[src/hw/rtl/pff_pkg.sv]
package pff_pkg;

  localparam int COLUMNS = 128;
  localparam int ROWS = 64;

  localparam int PAGES = (ROWS + 7) / 8;
  localparam int STORE_SIZE = COLUMNS * PAGES;

  localparam int COL_W = $clog2(COLUMNS);
  localparam int ROW_W = $clog2(ROWS);
  localparam int PAGE_W = (PAGES > 1) ? $clog2(PAGES) : 1;
  localparam int ADDR_W = $clog2(STORE_SIZE);
  // room for clamping and end-of-range sums without overflow
  localparam int WORK_W = ((COL_W > ROW_W) ? ((COL_W > 8) ? COL_W : 8)
                                          : ((ROW_W > 8) ? ROW_W : 8)) + 2;

  localparam logic [7:0] FULL_BYTE = 8'hFF;
  localparam logic [3:0] CLEAR_COUNT = 4'(PAGES);

  typedef enum logic [1:0] {
    REQ_PIXEL = 2'd0,
    REQ_FILL  = 2'd1,
    REQ_CLEAR = 2'd2,
    REQ_READ  = 2'd3
  } req_e;

  typedef struct packed {
    logic [1:0] req_type;
    logic [6:0] x;
    logic [5:0] y;
    logic [7:0] rect_width;
    logic [6:0] rect_height;
    logic       colour;
  } in_t;

  typedef struct packed {
    logic [7:0] read_data;
    logic [2:0] first_page;
    logic [3:0] page_count;
  } out_t;

  typedef struct packed {
    logic load;
    logic issue;
    logic rd;
    logic clr_wr;
    logic result;
  } cmd_t;

  typedef struct packed {
    logic empty;
    logic fill_last;
    logic clr_last;
  } status_t;

endpackage

[src/hw/rtl/pff_ctrl.sv]
module pff_ctrl import pff_pkg::*; (
  input  logic    clk_i,
  input  logic    rst_ni,
  input  logic    in_valid_i,
  input  logic [1:0] req_type_i,
  output logic    in_stall_o,
  output logic    out_valid_o,
  input  logic    out_stall_i,
  input  status_t status_i,
  output cmd_t    cmd_o
);

  typedef enum logic [5:0] {
    ST_INIT = 6'b000001,
    ST_IDLE = 6'b000010,
    ST_FILL = 6'b000100,
    ST_READ = 6'b001000,
    ST_WIPE = 6'b010000,
    ST_DONE = 6'b100000
  } state_e;

  state_e state_q, state_d;
  logic   out_valid_q, out_valid_d;

  assign in_stall_o  = (state_q != ST_IDLE);
  assign out_valid_o = out_valid_q;

  always_comb begin
    state_d = state_q;
    cmd_o   = '0;
    unique case (state_q)
      ST_INIT: begin
        cmd_o.clr_wr = 1'b1;
        if (status_i.clr_last) state_d = ST_IDLE;
      end
      ST_IDLE: begin
        if (in_valid_i) begin
          cmd_o.load = 1'b1;
          unique case (req_e'(req_type_i))
            REQ_PIXEL, REQ_FILL: state_d = ST_FILL;
            REQ_CLEAR:           state_d = ST_WIPE;
            REQ_READ:            state_d = ST_READ;
            default:             state_d = ST_IDLE;
          endcase
        end
      end
      ST_FILL: begin
        if (status_i.empty) begin
          state_d = ST_DONE;
        end else begin
          cmd_o.issue = 1'b1;
          if (status_i.fill_last) state_d = ST_DONE;
        end
      end
      ST_READ: begin
        cmd_o.rd = 1'b1;
        state_d  = ST_DONE;
      end
      ST_WIPE: begin
        cmd_o.clr_wr = 1'b1;
        if (status_i.clr_last) state_d = ST_DONE;
      end
      ST_DONE: begin
        // the last write of a fill lands in this cycle
        if (!out_valid_q || !out_stall_i) begin
          cmd_o.result = 1'b1;
          state_d      = ST_IDLE;
        end
      end
      default: state_d = ST_INIT;
    endcase
  end

  always_comb begin
    out_valid_d = out_valid_q;
    if (cmd_o.result) out_valid_d = 1'b1;
    else if (!out_stall_i) out_valid_d = 1'b0;
  end

  always_ff @(posedge clk_i or negedge rst_ni) begin
    if (!rst_ni) begin
      state_q     <= ST_INIT;
      out_valid_q <= 1'b0;
    end else begin
      state_q     <= state_d;
      out_valid_q <= out_valid_d;
    end
  end

endmodule

[config.mk]
export PLATFORM = sky130hd
export DESIGN_NAME = pff_ctrl
export DESIGN_NICKNAME = d
export VERILOG_FILES = /design/src/hw/rtl/pff_pkg.sv /design/src/hw/rtl/pff_ctrl.sv
export SDC_FILE = /design/constraint.sdc
export NUM_CORES = 1
export LEC_CHECK = 0
export ABC_CLOCK_PERIOD_IN_PS = 4000
export BUFFER_PORTS_ARGS = -buffer_cell sky130_fd_sc_hd__buf_4
export CAP_MARGIN = 20
export CORE_AREA = 2 2 39 41
export DETAILED_ROUTE_END_ITERATION = 6
export DIE_AREA = 0 0 41 43
export GPL_TIMING_DRIVEN = 0
export PLACE_DENSITY = 0.59
export RECOVER_POWER = 25
export SLEW_MARGIN = 0
export SYNTH_ARGS = -nofsm -noshare
export SYNTH_HDL_FRONTEND = slang
export SYNTH_SLANG_ARGS = --single-unit
[constraint.sdc]
create_clock -name clk_i -period 4 [get_ports clk_i]
set_input_delay 0.6 -clock clk_i [delete_from_list [all_inputs] [get_ports clk_i]]
set_output_delay 0.6 -clock clk_i [all_outputs]
set_load 0.02 [all_outputs]
==> flow_metrics.env <==
export IMPL_die_w_um=41
export IMPL_cp_end_kind="output pin"
export IMPL_num_vias=406
export IMPL_synth_largest_area_cell="dfrtp_1"
export IMPL_placed_area_um2=559
export IMPL_syn_mean_instance_area_um2=9.92
export IMPL_powerDensity_mw_per_mm2=537
export IMPL_dieArea_mm2=0.00176
export IMPL_path_clk_slew_ps=50
export IMPL_yosysWarnings=0
export IMPL_swShare=0.381
export IMPL_power_internal_mw=0.194
export IMPL_period_needed_ps=2280
export IMPL_cts_made_buffers=3
export IMPL_fin_crit_sh=0.569
export IMPL_cts_tree="yes"
export IMPL_hpwl_um=742
export IMPL_cts_sinks=7
export IMPL_synth_area_leaders="dfrtp_1, dfstp_2, nor4_4, o32ai_1, nor3_1"
export IMPL_grt_antenna_before_repair=0
export IMPL_diodes=0
export IMPL_synthFlopType="dfrtp_1"
export IMPL_overflow=0
export IMPL_synth_async_reset_ratio=1.00
export IMPL_via_per_inst=5.21
export IMPL_core_area_mm2=0.00138
export IMPL_drive_above_1_share=0.355
export IMPL_ioPinCount=16
export IMPL_fin_tns_setup_ps=0
export IMPL_yosysMostFrequentCell="dfrtp_1"
export IMPL_start_util=0.308
export IMPL_grt_pass1_wl_um=1500
export IMPL_criticalPathCategory="reg2out"
export IMPL_syn_inst=43
export IMPL_rows=14
export IMPL_yosysUniqueCellTypes=29
export IMPL_fmax_mhz=439
export IMPL_hold_path_class="in2async"
export IMPL_status="completed"
export IMPL_area_growth_pct=36.4
export IMPL_clk_path_buf_depth=2
export IMPL_port_buffers=15
export IMPL_first_iter_violations=16
export IMPL_gp_congestion=0.718
export IMPL_cts_resized_gates=0
export IMPL_htree_num_levels=1
export IMPL_placed_cells=74
export IMPL_tightest_slew_ps=389
export IMPL_power_frac_seq=0.366
export IMPL_max_slew_margin=0.739
export IMPL_seq_area_frac_synth=0.413
export IMPL_root_buffer="clkbuf_4"
export IMPL_ys_ff_latch=7
export IMPL_critPathArrivalTime_ps=1680
export IMPL_dr_pass1_iters=4
export IMPL_wl_um=894
export IMPL_netlist_area_um2=427
export IMPL_p_clk_frac=0.195
export IMPL_layout_cells_non_filler=78
export IMPL_maxCapViolCount=0
export IMPL_synth_edf_count=0
export IMPL_grt_max_degree=10
export IMPL_ir_drop_mv=0.243
export IMPL_ant_nets=0
export IMPL_holdWs_ps=230
export IMPL_drv_slew=0
export IMPL_post_cts_buffers=0
export IMPL_critPathRequiredTime_ps=3400
export IMPL_finalClockSkew_ps=0.931
export IMPL_power_switching_mw=0.119
export IMPL_power_frac_comb=0.439
export IMPL_synthTopCellsByCount="dfrtp_1, inv_1, nor3_1"
export IMPL_fp_dieH_um=43
export IMPL_wire_per_inst_um=11.5
export IMPL_critPathMaxFanout=6
export IMPL_rsz0062_at_grt="false"
export IMPL_holdBufCountCts=0
export IMPL_yosys_area_top_type_share=0.352
export IMPL_finalSetupViolCount=0
export IMPL_clk_latency_ps=240
export IMPL_nNetsFinal=72
export IMPL_drc=0
export IMPL_cp_start_kind="flop"
export IMPL_grt_pass1_vias=346
export IMPL_grt_use_total=0.125
export IMPL_final_cell_area_um2=582
export IMPL_p_leak_nw=0.289
export IMPL_syn_nets=52
export IMPL_hold_viol_final=0
## routing by layer
layer | wire length, um | vias to the layer above | GRT usage
li1 | - | 199 | -
met1 | 410 | 194 | 0.186
met2 | 439 | 11 | 0.163
met3 | 26 | 2 | 0.0157
met4 | 18 | 0 | 0.0800
met5 | 0 | - | 0
## sequential cells by signal, summed over array words and instances (netlist names)
register	flops
state_q	6
out_valid_o	1
## worst max-delay path: stages, from the launching register on
cell,delay [ps]
dfrtp_1,440
nor3_1,390
nand3b_1,210
a21oi_1,160
buf_4,120
buf_4,120
## metrics by stage
stage	power, mW	setup WS, ps	util
finish	0.313	1720	0.420
CTS	0.317	1700	0.423
detailed placement	0.254	1980	0.404
floorplan	0.206	1870	-
global route	0.334	1570	0.420
global placement	0.252	1990	0.404
## cell type report
type,count,area (um2)
fill,154,802
multi-input combinational,32,231
sequential,7,176
timing repair buffer,15,109
clock buffer,4,26.3
tap,16,20.0
inverter,3,11.3
buffer,1,7.51
## power groups by stage
stage	combinational [mW]	sequential (mW)	clock, mW
global placement	0.138	0.114	0
floorplan	0.0969	0.109	0
detailed placement	0.139	0.115	0
CTS	0.139	0.114	0.0645
finish	0.137	0.114	0.0609
global route	0.149	0.117	0.0672
## final timing paths
path / slack [ps] / start / end / depth (start not counted)
worst max-delay path: 1720 / state_q[4]$_DFFE_PN0P_ / cmd_o[0] / 5
worst min-delay path: 230 / rst_ni / out_valid_o$_DFFE_PN0P_ / 1
worst max register to register: 2450 / state_q[1]$_DFFE_PN0P_ / state_q[5]$_DFFE_PN0P_ / 3
worst min register to register: 570 / out_valid_o$_DFFE_PN0P_ / out_valid_o$_DFFE_PN0P_ / 2
max in group asynchronous: 3470 / rst_ni / state_q[0]$_DFFE_PN1P_ / 1
min in group clk_i: 550 / in_valid_i / state_q[1]$_DFFE_PN0P_ / 2
## cell families (layout without fill, tap and decap cells)
family | Yosys count | in the layout | share of synthesized area
DFF | 7 | 7 | 0.413
xor gates and xnor gates | 2 | 2 | 0.0411
buffers and inverters | 4 | 23 | 0.0440
and+or+nand+nor | 19 | 19 | 0.320
AOI/OAI and AO/OA | 11 | 11 | 0.182
## placed cells by master, fill, tap and decap left out
master and instances:
buf_4 15, dfrtp_1 6, nor3_1 3, inv_1 3, clkbuf_4 3, nor2_1 2, a21oi_1 2, o21ai_0 2
nand2_1 2, o32ai_1 2, clkbuf_1 2, or4_4 1, nor3b_1 1, nand3_1 1, nor2b_1 1, nand3b_1 1
nand2b_1 1, and4_1 1, or4_1 1, xnor2_1 1, nor3_2 1, a32o_1 1, and3_1 1, nor4_4 1
a21o_1 1, xor2_1 1, o211ai_1 1, and3b_1 1, o31ai_1 1, o21a_1 1, dfstp_2 1
No activity file was read; power rests on OpenSTA's default activity.
